## config.mk

```make
export PLATFORM = sky130hd
export DESIGN_NAME = serial_set_thermostat
export DESIGN_NICKNAME = d
export VERILOG_FILES = /design/src/sv/sst_pkg.sv /design/src/sv/serial_set_thermostat.sv
export SDC_FILE = /design/constraint.sdc
export NUM_CORES = 1
export LEC_CHECK = 0
export ABC_CLOCK_PERIOD_IN_PS = 3600
export BUFFER_PORTS_ARGS = -buffer_cell sky130_fd_sc_hd__buf_4
export CORE_MARGIN = 10
export CORE_UTILIZATION = 30
export CTS_BUF_LIST = sky130_fd_sc_hd__clkbuf_4
export DETAILED_ROUTE_END_ITERATION = 8
export GPL_ROUTABILITY_DRIVEN = 0
export PLACE_DENSITY = 0.57
export SLEW_MARGIN = 20
export SYNTH_ARGS = -nofsm -noshare
export SYNTH_HDL_FRONTEND = slang
export SYNTH_SLANG_ARGS = --single-unit
```

## constraint.sdc

```tcl
create_clock -name clk -period 3.6 [get_ports clk]
set_clock_uncertainty 0.05 [all_clocks]
set_input_delay 0.54 -clock clk [delete_from_list [all_inputs] [get_ports clk]]
set_output_delay 0.54 -clock clk [all_outputs]
set_load 0.05 [all_outputs]
```

## src/sv/sst_pkg.sv

```systemverilog
// ----------------------------------------------------------------------------
// sst_pkg
// Shared constants and helpers for the serial-set thermostat.
// ----------------------------------------------------------------------------
package sst_pkg;

    localparam int LINE_MAX = 16;
    localparam int CNT_W    = $clog2(LINE_MAX);

    localparam logic [7:0] CHAR_LF    = 8'h0A;
    localparam logic [7:0] CHAR_CR    = 8'h0D;
    localparam logic [7:0] CHAR_SPACE = 8'h20;
    localparam logic [7:0] CHAR_TAB   = 8'h09;
    localparam logic [7:0] CHAR_VT    = 8'h0B;
    localparam logic [7:0] CHAR_FF    = 8'h0C;
    localparam logic [7:0] CHAR_PLUS  = 8'h2B;
    localparam logic [7:0] CHAR_MINUS = 8'h2D;
    localparam logic [7:0] CHAR_ZERO  = 8'h30;
    localparam logic [7:0] CHAR_NINE  = 8'h39;

    localparam logic [1:0] MSG_NONE       = 2'd0;
    localparam logic [1:0] MSG_PROMPT_MIN = 2'd1;
    localparam logic [1:0] MSG_PROMPT_MAX = 2'd2;
    localparam logic [1:0] MSG_BAD_CMD    = 2'd3;

    localparam logic [1:0] PH_SKIP   = 2'd0;
    localparam logic [1:0] PH_DIGITS = 2'd1;
    localparam logic [1:0] PH_DONE   = 2'd2;

    localparam logic [15:0] LOW_LIMIT_INIT  = 16'd25;
    localparam logic [15:0] HIGH_LIMIT_INIT = 16'd26;
    localparam logic [15:0] MAG_MAX         = 16'd32768;
    localparam logic [9:0]  FRAC_STEP       = 10'd625;

    typedef logic [CNT_W-1:0] count_t;
    typedef logic signed [15:0] limit_t;

    // command spelling: "min" and "max"
    function automatic logic [7:0] cmd_min_char(input logic [1:0] idx);
        logic [7:0] ch;
        unique case (idx)
            2'd0:    ch = 8'h6D;
            2'd1:    ch = 8'h69;
            2'd2:    ch = 8'h6E;
            default: ch = 8'h00;
        endcase
        return ch;
    endfunction

    function automatic logic [7:0] cmd_max_char(input logic [1:0] idx);
        logic [7:0] ch;
        unique case (idx)
            2'd0:    ch = 8'h6D;
            2'd1:    ch = 8'h61;
            2'd2:    ch = 8'h78;
            default: ch = 8'h00;
        endcase
        return ch;
    endfunction

endpackage

```

## src/sv/serial_set_thermostat.sv

```systemverilog
// ----------------------------------------------------------------------------
// serial_set_thermostat
// Thermostat with limits set over a serial text link and raw sensor readings.
// ----------------------------------------------------------------------------
// Each input beat is either a serial byte or a raw 16-bit sensor word. A line
// beginning "min" or "max" ended by CR or LF selects a limit and returns a
// prompt code, any other line a bad-command code; the following line is read
// as a decimal integer (atoi style, clamped to 16 bits signed) and stored into
// that limit. Readings update the displayed temperature and switch the heater
// off at or above the upper limit and on below the lower limit. One beat is
// accepted every cycle unless the output holds a result that is not taken;
// its result appears in the output register in the next cycle, and a new beat
// is taken while it waits if the output side is ready in that same cycle.
module serial_set_thermostat
    import sst_pkg::*;
(
    input  logic        clk,
    input  logic        rst_n,
    input  logic        in_valid,
    output logic        in_ready,
    input  logic        action,
    input  logic [7:0]  rx_byte,
    input  logic [15:0] raw_reading,
    output logic        out_valid,
    input  logic        out_ready,
    output logic [1:0]  message,
    output logic        heater_on,
    output logic [7:0]  whole_degrees,
    output logic [13:0] fraction_digits,
    output logic [15:0] low_limit_now,
    output logic [15:0] high_limit_now
);

    count_t      char_count_reg, char_count_next;
    logic        starts_min_reg, starts_min_next;
    logic        starts_max_reg, starts_max_next;
    logic        value_stage_reg, value_stage_next;
    logic        target_high_reg, target_high_next;
    logic [1:0]  parse_phase_reg, parse_phase_next;
    logic        is_negative_reg, is_negative_next;
    logic [15:0] number_reg, number_next;
    limit_t      low_limit_reg, low_limit_next;
    limit_t      high_limit_reg, high_limit_next;
    logic        heater_reg, heater_next;
    logic        out_valid_reg;
    logic [1:0]  message_reg, message_next;
    logic [7:0]  whole_reg, whole_next;
    logic [13:0] frac_reg, frac_next;

    logic        in_fire;
    logic        is_term;
    logic        is_blank;
    logic        is_digit;
    logic [3:0]  digit;
    logic [18:0] num_ext;
    logic [18:0] num_mac;
    logic [15:0] mag;
    limit_t      parsed;
    logic        full;
    logic [1:0]  cidx;
    limit_t      whole_s;
    logic [13:0] frac_prod;

    assign in_ready = !out_valid_reg || out_ready;
    assign in_fire  = in_valid && in_ready;

    assign is_term  = (rx_byte == CHAR_LF) || (rx_byte == CHAR_CR);
    assign is_blank = (rx_byte == CHAR_SPACE) || (rx_byte == CHAR_TAB)
                   || (rx_byte == CHAR_VT) || (rx_byte == CHAR_FF);
    assign is_digit = (rx_byte >= CHAR_ZERO) && (rx_byte <= CHAR_NINE);
    assign digit    = rx_byte[3:0];
    assign num_ext  = {3'b000, number_reg};
    assign num_mac  = (num_ext << 3) + (num_ext << 1) + {15'd0, digit};
    assign full     = char_count_reg >= count_t'(3);
    assign cidx     = char_count_reg[1:0];
    assign whole_s  = limit_t'({8'd0, raw_reading[11:4]});
    assign frac_prod = {10'd0, raw_reading[3:0]} * {4'd0, FRAC_STEP};

    always_comb
    begin
        if (is_negative_reg)
        begin
            mag    = (number_reg > MAG_MAX) ? MAG_MAX : number_reg;
            parsed = limit_t'(16'd0 - mag);
        end
        else
        begin
            mag    = (number_reg > 16'd32767) ? 16'd32767 : number_reg;
            parsed = limit_t'(mag);
        end
    end

    always_comb
    begin
        char_count_next  = char_count_reg;
        starts_min_next  = starts_min_reg;
        starts_max_next  = starts_max_reg;
        value_stage_next = value_stage_reg;
        target_high_next = target_high_reg;
        parse_phase_next = parse_phase_reg;
        is_negative_next = is_negative_reg;
        number_next      = number_reg;
        low_limit_next   = low_limit_reg;
        high_limit_next  = high_limit_reg;
        heater_next      = heater_reg;
        message_next     = MSG_NONE;
        whole_next       = whole_reg;
        frac_next        = frac_reg;

        if (!action)
        begin
            if (is_term)
            begin
                if (!value_stage_reg)
                begin
                    if (full && starts_min_reg)
                    begin
                        message_next     = MSG_PROMPT_MIN;
                        target_high_next = 1'b0;
                    end
                    else if (full && starts_max_reg)
                    begin
                        message_next     = MSG_PROMPT_MAX;
                        target_high_next = 1'b1;
                    end
                    else
                    begin
                        message_next = MSG_BAD_CMD;
                    end
                    value_stage_next = 1'b1;
                end
                else
                begin
                    if (target_high_reg)
                    begin
                        high_limit_next = parsed;
                    end
                    else
                    begin
                        low_limit_next = parsed;
                    end
                    value_stage_next = 1'b0;
                end
                char_count_next  = '0;
                starts_min_next  = 1'b1;
                starts_max_next  = 1'b1;
                parse_phase_next = PH_SKIP;
                is_negative_next = 1'b0;
                number_next      = '0;
            end
            else if (char_count_reg < count_t'(LINE_MAX - 1))
            begin
                if (!full)
                begin
                    if (rx_byte != cmd_min_char(cidx))
                    begin
                        starts_min_next = 1'b0;
                    end
                    if (rx_byte != cmd_max_char(cidx))
                    begin
                        starts_max_next = 1'b0;
                    end
                end
                if (parse_phase_reg == PH_SKIP)
                begin
                    if (is_blank)
                    begin
                        parse_phase_next = PH_SKIP;
                    end
                    else if ((rx_byte == CHAR_MINUS) || (rx_byte == CHAR_PLUS))
                    begin
                        is_negative_next = (rx_byte == CHAR_MINUS);
                        parse_phase_next = PH_DIGITS;
                    end
                    else if (is_digit)
                    begin
                        number_next      = {12'd0, digit};
                        parse_phase_next = PH_DIGITS;
                    end
                    else
                    begin
                        parse_phase_next = PH_DONE;
                    end
                end
                else if (parse_phase_reg == PH_DIGITS)
                begin
                    if (is_digit)
                    begin
                        number_next = (num_mac > {3'b000, MAG_MAX}) ? MAG_MAX
                                                                   : num_mac[15:0];
                    end
                    else
                    begin
                        parse_phase_next = PH_DONE;
                    end
                end
                char_count_next = char_count_reg + count_t'(1);
            end
        end
        else
        begin
            whole_next = raw_reading[11:4];
            frac_next  = frac_prod;
            if (whole_s >= high_limit_reg)
            begin
                heater_next = 1'b0;
            end
            else if (whole_s < low_limit_reg)
            begin
                heater_next = 1'b1;
            end
        end
    end

    always_ff @(posedge clk or negedge rst_n)
    begin
        if (!rst_n)
        begin
            char_count_reg  <= '0;
            starts_min_reg  <= 1'b1;
            starts_max_reg  <= 1'b1;
            value_stage_reg <= 1'b0;
            target_high_reg <= 1'b0;
            parse_phase_reg <= PH_SKIP;
            is_negative_reg <= 1'b0;
            number_reg      <= '0;
            low_limit_reg   <= limit_t'(LOW_LIMIT_INIT);
            high_limit_reg  <= limit_t'(HIGH_LIMIT_INIT);
            heater_reg      <= 1'b0;
            whole_reg       <= '0;
            frac_reg        <= '0;
            out_valid_reg   <= 1'b0;
            message_reg     <= MSG_NONE;
        end
        else
        begin
            if (in_fire)
            begin
                char_count_reg  <= char_count_next;
                starts_min_reg  <= starts_min_next;
                starts_max_reg  <= starts_max_next;
                value_stage_reg <= value_stage_next;
                target_high_reg <= target_high_next;
                parse_phase_reg <= parse_phase_next;
                is_negative_reg <= is_negative_next;
                number_reg      <= number_next;
                low_limit_reg   <= low_limit_next;
                high_limit_reg  <= high_limit_next;
                heater_reg      <= heater_next;
                whole_reg       <= whole_next;
                frac_reg        <= frac_next;
                message_reg     <= message_next;
                out_valid_reg   <= 1'b1;
            end
            else if (out_ready)
            begin
                out_valid_reg <= 1'b0;
            end
        end
    end

    assign out_valid       = out_valid_reg;
    assign message         = message_reg;
    assign heater_on       = heater_reg;
    assign whole_degrees   = whole_reg;
    assign fraction_digits = frac_reg;
    assign low_limit_now   = low_limit_reg;
    assign high_limit_now  = high_limit_reg;

`ifndef NO_ASSERTIONS
    a_count_bound: assert property (@(posedge clk) disable iff (!rst_n)
        char_count_reg <= count_t'(LINE_MAX - 1))
        else $error("line count past buffer length");

    a_stage_flip: assert property (@(posedge clk) disable iff (!rst_n)
        (in_fire && !action && is_term) |=> (value_stage_reg != $past(value_stage_reg)))
        else $error("line end did not change stage");

    a_prompt_stage: assert property (@(posedge clk) disable iff (!rst_n)
        (out_valid_reg && (message_reg != MSG_NONE)) |-> value_stage_reg)
        else $error("command reply while not in value stage");

    a_limits_hold: assert property (@(posedge clk) disable iff (!rst_n)
        !in_fire |=> ($stable(low_limit_reg) && $stable(high_limit_reg)))
        else $error("limit changed without a beat");

    a_heater_off: assert property (@(posedge clk) disable iff (!rst_n)
        (in_fire && action && (whole_s >= high_limit_reg)) |=> !heater_reg)
        else $error("heater not off at upper limit");
`endif

endmodule

```

## Yosys cells after proc, flatten, opt, wreduce, memory -nomap -nowiden

Index checks and enable logic that the tools add are counted.

| storage, ports and cells | value |
|---|---|
| bits in registers | 85 |
| bits in latches | 0 |
| RAM bits | 0 |
| ROM bits | 0 |
| input port bits | 29 |
| output and inout port bits | 59 |
| memories | 0 |

| operators by class | value |
|---|---|
| add/sub/neg operators | 4 |
| $mul | 1 |
| div/mod/pow operators | 0 |
| $lt $le $gt $ge | 9 |
| equality and inequality tests | 18 |
| shift operators | 0 |
| muxes and demuxes | 57 |
| bitwise gates (word level) | 3 |
| reductions and logical operators | 35 |

Operators with widths:

| cell | count |
|---|---|
| 16-bit 2-to-1 mux | 12 |
| 8-bit 2-to-1 mux | 8 |
| 7-bit case mux with 3 select lines | 2 |
| 8-bit by 4-bit equality test with 1-bit output, second input constant | 5 |
| 5-bit AND reduction | 6 |
| 8-bit by 6-bit equality test with 1-bit output, second input constant | 3 |
| 2-bit 2-to-1 mux | 12 |
| 1-bit 2-to-1 mux | 21 |
| 19-bit by 17-bit adder with 19-bit output | 1 |
| 19-bit by 4-bit adder with 19-bit output | 1 |
| 19-bit by 16-bit > comparator with 1-bit output, second input constant | 1 |
| 2-bit nonzero test | 9 |
| 9-bit by 16-bit greater-or-equal comparator with 1-bit output | 1 |
| 16-bit by 15-bit > comparator with 1-bit output, second input constant | 1 |
| 16-bit > comparator, second input constant | 1 |
| 9-bit by 16-bit < comparator with 1-bit output | 1 |
| 8-bit != test | 2 |
| 1-bit by 16-bit subtractor with 16-bit output, first input constant | 1 |
| 4-bit by 10-bit multiplier with 14-bit output, second input constant | 1 |
| 3-bit AND reduction | 3 |
| 8-bit by 6-bit greater-or-equal comparator with 1-bit output, second input constant | 1 |
| 8-bit by 6-bit <= comparator with 1-bit output, second input constant | 1 |
| 4-bit 2-to-1 mux | 2 |
| 7-bit AND reduction | 1 |
| other kinds (16) | 30 |

## Longest topological paths before layout

Gate-level depths: netlist of run 1.

| depth | value |
|---|---|
| depth in word-level cells | 11 |
| gate-level depth with buffers | 14 |

## Least setup slack after synthesis of run 1

OpenSTA, ideal clock, no wires.

| timing | value |
|---|---|
| path type | input to register |
| start | input port rx_byte[3] |
| end | register number_reg[3] |
| data arrival time | 3.872 ns |
| data required time | 3.463 ns |
| setup slack | -0.409 ns |
| stages on the path | 14 |
| buffers on the path | 2 |
| cells stage by stage | clkbuf_1 -> inv_1 -> fa_1 -> inv_1 -> ha_1 -> a211oi_1 -> o211ai_1 -> nand3_1 -> mux2i_1 -> nand3_1 -> or4bb_1 -> buf_2 -> or4_1 -> o211ai_1 |

| on the way | value |
|---|---|
| cells in the longest elaborated chain, start to end | 8 |
| elaborated cells on any way between the ends | 33 |
| classes of those cells | add/sub: 1; order compare: 3; eq/ne: 10; mux: 9; reduce/logical: 10 |

Ends and longest elaborated chain:

| element | RTL line | RTL |
|---|---|---|
| start, declared | serial_set_thermostat.sv:22 | `input logic [7:0] rx_byte,` |
| 19-bit by 4-bit adder with 19-bit output | serial_set_thermostat.sv:73 | `assign num_mac = (num_ext << 3) + (num_ext << 1) + {15'd0, digit};` |
| 19-bit by 16-bit > comparator with 1-bit output | serial_set_thermostat.sv:189 | `number_next = (num_mac > {3'b000, MAG_MAX}) ? MAG_MAX` |
| 16-bit 2-to-1 mux | serial_set_thermostat.sv:189 |  |
| 16-bit 2-to-1 mux | serial_set_thermostat.sv:187 | `if (is_digit)` |
| 16-bit 2-to-1 mux | serial_set_thermostat.sv:185 | `else if (parse_phase_reg == PH_DIGITS)` |
| 16-bit 2-to-1 mux | serial_set_thermostat.sv:164 | `if (parse_phase_reg == PH_SKIP)` |
| 16-bit 2-to-1 mux | serial_set_thermostat.sv:151 | `else if (char_count_reg < count_t'(LINE_MAX - 1))` |
| 16-bit 2-to-1 mux | serial_set_thermostat.sv:112 | `if (is_term)` |
| end signal, assigned | serial_set_thermostat.sv:246 | `number_reg <= number_next;` |
| end, declared | serial_set_thermostat.sv:41 | `logic [15:0] number_reg, number_next;` |

Several ways; a longest one is shown, not always the timed one. The select of a mux whose other input is x is not followed.
A chain may end at the register's enable or synchronous reset.

## Final worst setup path of run 1

| timing | value |
|---|---|
| start | register number_reg[2] |
| end | register number_reg[3] |

| on the way | value |
|---|---|
| cells in the longest elaborated chain, start to end | 9 |

Ends and longest elaborated chain:

| element | RTL line |
|---|---|
| 19-bit by 17-bit adder with 19-bit output (*) | serial_set_thermostat.sv:73 |
| 19-bit by 4-bit adder with 19-bit output (*) | serial_set_thermostat.sv:73 |
| 19-bit by 16-bit > comparator with 1-bit output | serial_set_thermostat.sv:189 |
| 16-bit 2-to-1 mux (*) | serial_set_thermostat.sv:189 |
| 16-bit 2-to-1 mux (*) | serial_set_thermostat.sv:187 |
| 16-bit 2-to-1 mux (*) | serial_set_thermostat.sv:185 |
| 16-bit 2-to-1 mux (*) | serial_set_thermostat.sv:164 |
| 16-bit 2-to-1 mux (*) | serial_set_thermostat.sv:151 |
| 16-bit 2-to-1 mux (*) | serial_set_thermostat.sv:112 |

Mark *: on every way between the ends. The rest lies on a longest branch, timed or not. The select of a mux whose other input is x is not followed.

==> results of run 1 <==
cell usage in the layout (no fill, tap or decap), types with 19 or more instances in the layout:
cell | netlist | layout
o21ai_0 | 69 | 69
a21o_1 | 19 | 19
inv_1 | 38 | 38
nor2_1 | 30 | 30
ha_1 | 65 | 64
xnor2_1 | 20 | 20
nand3_1 | 20 | 20
nand2_1 | 108 | 108
dfrtp_1 | 76 | 76
buf_4 | 3 | 145
a21oi_1 | 35 | 35
worst max-delay path, cell delays in order (launching register included):
cell and delay, ns:
dfrtp_1 0.41, inv_1 0.10, fa_1 0.46, fa_2 0.42
nor2b_2 0.14, o31a_1 0.17, o21ai_0 0.13, a21oi_1 0.19
nor3_1 0.06, or4bb_4 0.60, or4_1 0.49, o211ai_1 0.10
power by group:
group          internal (W)  switching, W
clock              0.000295      0.000318
sequential          0.00102     0.0000624
combinational      0.000262      0.000453
total               0.00157      0.000834
logic make-up (layout without fill, tap and decap cells):
| logic type | Yosys count | count (layout) | share of synthesized area, % |
|---|---|---|---|
| fa+ha+maj | 70 | 70 | 14.9 |
| mux | 16 | 16 | 2.86 |
| xor+xnor | 26 | 26 | 3.71 |
| compound gates | 192 | 192 | 19.9 |
| buf+inv | 76 | 199 | 5.08 |
| simple gates | 239 | 239 | 19.1 |
| flops | 84 | 84 | 34.4 |
| other cells | 0 | 1 | 0 |
per-layer routing:
layer  up-vias  share of wire [%]  track usage, %
li1       2753                  -               -
met1      2519                 50            15.5
met2        83                 45            18.6
met3         4                4.3            2.12
met4         0               0.59            2.99
met5         -                  0               0
metrics by stage:
| stage | util [%] | cells | setup WS, ns |
|---|---|---|---|
| 2_1_floorplan | - | 703 | 0.00895 |
| 3_3_place_gp | 36.7 | 1080 | -0.162 |
| 3_5_place_dp | 36.7 | 1080 | -0.171 |
| 4_1_cts | 37.5 | 1096 | 0.0452 |
| 5_1_grt | 37.6 | 1097 | 0.00628 |
| 6_report | 37.6 | 1097 | 0.199 |
final cells by class:
class | instances | area [um2]
clock inverters | 5 | 76.3
multi-input cells | 543 | 3730
well taps | 270 | 338
diodes | 1 | 2.50
clock buffers | 11 | 82.6
flip-flops and latches | 84 | 2110
inverters | 38 | 143
repair buffers | 145 | 1090
fillers | 2082 | 12600
final timing paths:
| kind | startpoint | endpoint | slack (ns) | depth (start not counted) |
|---|---|---|---|---|
| min in group clk | in_valid | out_valid | 0.26 | 2 |
| worst min-delay path | rst_n | high_limit_now[13] | 0.04 | 1 |
| worst max-delay path | number_reg[2] | number_reg[3] | 0.20 | 11 |
| max in group asynchronous | rst_n | heater_on | 2.76 | 2 |
| worst min register to register | whole_degrees[5] | whole_degrees[5] | 0.44 | 2 |
| worst max register to register | number_reg[2] | number_reg[3] | 0.20 | 11 |
==> results.md, run 1 <==
* Clock sink count at 84
* Mean Syn Cell Area at 8.72 um2
* Die span in x at 163 um
* First-pass GRT wire length at 26,000 um
* Io pins at 88
* Slew Limit Fails at 0
* Max_slew headroom at between 40% and 50%
* DRT Wirelength at about 16,000 um
* Worst Tran Pin Value at ~0.80 ns
* CP Class: reg2reg
* Worst Path Required at 3.90 ns
* Critical path arrival at 3.70 ns
* PortBufs at 83
* Top post-synthesis cells by count: 108 x nand2_1, 76 x dfrtp_1, 69 x o21ai_0
* Most common cell in the netlist: nand2_1
* CTS tree: yes
* Prevailing post-synth register cell: dfrtp_1
* Die span in y at between 150 and 200 um
* Syn Inst Count at 703
* Status: finished clean
* Share of layout cells above drive strength 1 at a little under a quarter
* Area growth syn-to-layout at 23.6%
* Starting density of the core at between 30% and 40%
* Max Fclk at roughly 0.29 GHz
* Async set-reset flop share out of synthesis at between 90% and 100%
* Clock Latency Late Sink at approximately 0.43 ns
* Synth area leader: dfrtp_1
* Wire per inst at 14.1 um
* Yosys warns at 0
* # hold bufs at CTS at 0
* Hpwl dp at 12,500 um
* Resized Gates After CTS at 0
* Sequential area share after synthesis at between 30% and 40%
* RSZ-0062 raised after global routing: no
* Worst setup SP type: register
* Placed Area at 7410 um2
* Peak supply drop at 0.149 mV
* Max-Cap Viols at 0
* Worst-path clk slew at 0.12 ns
* Crit-path max FO at 6
* Pleak at 3.75 nW
* Grt total ovfl at 0
* Design Area, Final at about 7600 um2
* Iteration-0 DRC Markers at 222
* WHS at 0.0448 ns
* Via/cell ratio at around 4.9
* Root buf cell: clkbuf_4
* CTS max path bufs at 2
* First drt pass iteration count at 5
* Synthesized flop and latch total at between 80 and 90
* Die ar. at 26,600 um2
* Net Count, Synth at about 800
* H-tree Lvls at 3
* Area contributors post-synth: dfrtp_1 31%, ha_1 13%, nand2_1 6.6%, o21ai_0 5.6%, dfstp_2 3.4%
* Post-route total power at approximately 0.0024 W
* Vias in the first global route at ~5,200
* Post-CTS Setup Bufs at 0
* Post-synth EDFFs at 0
* Core area at 20,200 um2
* Detail Route Antenna Nets at 0
* Yosys cell types at 67
* Rows at between 50 and 60
* Finish-stage setup viols at 0
* Pwr dens at ~320 nW/um2
* Final worst-path cycle share at a little over nine tenths
* Final min period at approximately 3.4 ns
* Setup TNS at 0 ns
* Nets at between 900 and 1,000
* Final Hold Viols at 0
* Crit. End Element: register
* Via count at about 5,400
* # DRC at 0
* Post-synth top area share at between 30 and 40%
* Antenna violations before repair at 1
* Total CTS buffers at 9
* Hold WC Path Type: in2async
* Global Route Usage Sum at between 10% and 20%
* Synthesized area at 6130 um2
* Largest net degree at the start of global routing at 46
Power figures use the tool's default switching activity.
==> run 2: changes to the inputs <==
--- a/config.mk
+++ b/config.mk
@@ -5,6 +5,7 @@
 export SDC_FILE = /design/constraint.sdc
 export NUM_CORES = 1
 export LEC_CHECK = 0
+export ABC_AREA = 1
 export ABC_CLOCK_PERIOD_IN_PS = 3600
 export BUFFER_PORTS_ARGS = -buffer_cell sky130_fd_sc_hd__buf_4
 export CORE_MARGIN = 10
==> run 2 against run 1 <==
Effect of this change: first-iteration DRC count up 65%; die area increased by 3.3%; power is 33% higher; critical path depth increased by 7; final area shrank 1.7%; synthesized area is 3.7% higher; non-clock buffer count down 56; combinational power is 100% higher; register-to-register slack better by 0.35 ns; worst hold slack improved by 0.020 ns; worst setup slack improved by 0.35 ns; critical path type unchanged; largest power group is now combinational logic; highest routed layer is now met5.
==> results.md, run 2 <==
* Io pins at between 80 and 90
* Final worst-path cycle share at between 80% and 90%
* DRT Wirelength at 17,600 um
* Max_slew headroom at around 48%
* Net Count, Synth at around 1,000
* Total CTS buffers at 9
* Setup ws final at approximately 0.55 ns
* Worst Tran Pin Value at 0.787 ns
* Nets at about 1,100
* Vias in the first global route at 5,791
* Slew Limit Fails at 0
* Peak supply drop at 0.157 mV
* Pleak at 3.91 nW
* Top post-synthesis cells by count: 287 x nand2_1, 128 x inv_1, 76 x dfrtp_1
* Pwr dens at ~430 nW/um2
* Critical path arrival at 3.35 ns
* Via count at 5,947
* CTS tree: yes
* Wire per inst at between 10 and 15 um
* RSZ-0062 raised after global routing: no
* R2r startpoint: number_reg[0]
* Final Hold Viols at 0
* Max Fclk at roughly 0.33 GHz
* Grt total ovfl at 0
* Starting density of the core at approximately 30%
* First drt pass iteration count at 5
* Clock sink count at 84
* Syn Inst Count at between 900 and 1,000
* Share of layout cells above drive strength 1 at 13.3%
* Hold WC Path Type: in2async
* CP Class: reg2reg
* Detail Route Antenna Nets at 0
* PortBufs at 83
* Clock Latency Late Sink at 0.43 ns
* Synth Area in Compound Gates at 11.9%
* Yosys warns at 0
* # hold bufs at CTS at 0
* Finish-stage setup viols at 0
* Prevailing post-synth register cell: dfrtp_1
* Met3 usage at under 10%
* Grt met2 use at 20.2%
* Area contributors post-synth: dfrtp_1 30%, nand2_1 17%, ha_1 13%, inv_1 7.6%, nand3_1 4.8%
* Core area at about 21,000 um2
* Resized Gates After CTS at 0
* Post-CTS Setup Bufs at 0
* Post-synth top area share at between 20% and 30%
* Max-Cap Viols at 0
* Worst setup SP type: register
* Worst Path Required at about 3.9 ns
* Adder-cell area share of the yosys netlist at approximately 14%
* Post-synth EDFFs at 0
* Setup TNS at 0 ns
* Global Route Usage Sum at around 13%
* CTS max path bufs at 2
* Met1 Use GR at roughly 17%
* # DRC at 0
* Crit-path max FO at 4
* Die ar. at ~27,000 um2
* Mean Syn Cell Area at between 7 and 8 um2
* GR peak layer: met2
* Hpwl dp at roughly 14,000 um
* Synthesized flop and latch total at 84
* Crit. End Element: register
* Post-synthesis simple-gate area fraction at between 20% and 30%
* Status: finished clean
* First-pass GRT wire length at about 30,000 um
* Synthesized area at 6360 um2
* Yosys cell types at between 40 and 50
* Final min period at 3.05 ns
* Via/cell ratio at 4.69
* Multiplexer share of the synthesized area at 0%
* Antenna violations before repair at 2
* XOR/XNOR Fraction of Synth Area at approximately 1.7%
* Iteration-0 DRC Markers at around 370
* CP startpoint: number_reg[0]
* Root buf cell: clkbuf_4
* Largest net degree at the start of global routing at 85
* Sequential area share after synthesis at 33.2%
* Largest family of logic cells by synthesized area: simple AND/OR/NAND/NOR gates
* Area growth syn-to-layout at 17.2%
* Commonest cells after routing, fill and taps aside: 287 x nand2_1, 128 x inv_1, 88 x buf_4, 76 x dfrtp_1, 70 x nor2_1
* Die span in y at 166 um
* # fillers at 2,298
* Worst-path clk slew at approximately 0.15 ns
* Async set-reset flop share out of synthesis at between 90% and 100%
* Synth area leader: dfrtp_1
* Die span in x at about 170 um
* Rows at 53
* Most common cell after layout, fill and taps aside: nand2_1
* H-tree Lvls at 3
* Most common cell in the netlist: nand2_1
* Worst slack, placed at roughly 0.23 ns
[run 2: cell types whose count changed after synthesis, sizes merged, moves of 15 or more]
cell / change
clkbuf: -18
inv: +97
xnor2: -15
nand2: +180
nand3: +41
nor2: +44
a21o: -17
[run 2: per-layer routing]
metal | routed length, um | share of wire [%]
met1 | 8780 | 50
met2 | 7890 | 45
met3 | 730 | 4.1
met4 | 207 | 1.2
met5 | 13 | 0.074
[run 2: path summary, 6_finish.rpt]
path / to / slack (ns) / depth (start not counted)
hold reg to reg: whole_degrees[5] / 0.45 / 2
setup reg to reg: number_reg[3] / 0.55 / 18
min in group clk: fraction_digits[4] / 0.28 / 3
max in group asynchronous: whole_degrees[5] / 2.85 / 1
hold / removal: low_limit_now[14] / 0.06 / 1
setup / recovery: number_reg[3] / 0.55 / 18
[run 2: through the flow]
stage / std cells / utilization [%] / total power (W) / area (um2) / hold slack, ns
4_1_cts: 1267 / 35.5 / 0.00323 / 7450 / 0.246
2_1_floorplan: 902 / - / 0.00226 / 6360 / 0.194
3_3_place_gp: 1251 / 34.9 / 0.00265 / 7300 / 0.409
3_5_place_dp: 1251 / 34.9 / 0.00266 / 7300 / 0.417
5_1_grt: 1268 / 35.6 / 0.00347 / 7450 / 0.0998
6_report: 1268 / 35.6 / 0.00320 / 7450 / 0.0647
[run 2: worst max-delay path: stages (launching register included)]
cell     delay (ns)
dfrtp_1        0.40
inv_1          0.16
fa_1           0.49
fa_1           0.47
inv_1          0.11
nand2_1        0.06
nand2_1        0.08
nand3_1        0.09
nand2_1        0.09
nand2_1        0.08
nand2_1        0.08
nand2_1        0.04
nand2_1        0.06
nand3_1        0.09
nor2_2         0.24
nand2_1        0.18
nand2_1        0.11
nand2_1        0.05
o21ai_0        0.06
[run 2: logic make-up (layout without fill, tap and decap cells)]
| kind of cell | after synthesis | after routing |
|---|---|---|
| XOR/XNOR | 12 | 12 |
| buffers and inverters | 150 | 240 |
| other | 0 | 1 |
| adder cells (fa/ha/maj) | 70 | 70 |
| flip-flops | 84 | 84 |
| AND/OR/NAND/NOR | 456 | 456 |
| AO/OA/AOI/OAI | 130 | 130 |
[run 2: where the power goes]
group	switching [W]	internal (W)	total [W]	leakage [nW]
clock	0.000342	0.000215	0.000557	0.0706
sequential	0.000110	0.00107	0.00118	1.03
combinational	0.000978	0.000487	0.00146	2.81
[run 2: layout make-up]
cell class                      instances  area (um2)  share of cell area [%]
Clock buffer                            9        67.6                   0.907
Multi-Input combinational cell        668        3670                    49.3
Antenna cell                            1        2.50                  0.0336
Tap cell                              275         344                    4.62
Clock inverter                          7        75.1                    1.01
Timing Repair Buffer                   89         672                    9.02
Inverter                              135         507                    6.80
Sequential cell                        84        2110                    28.3
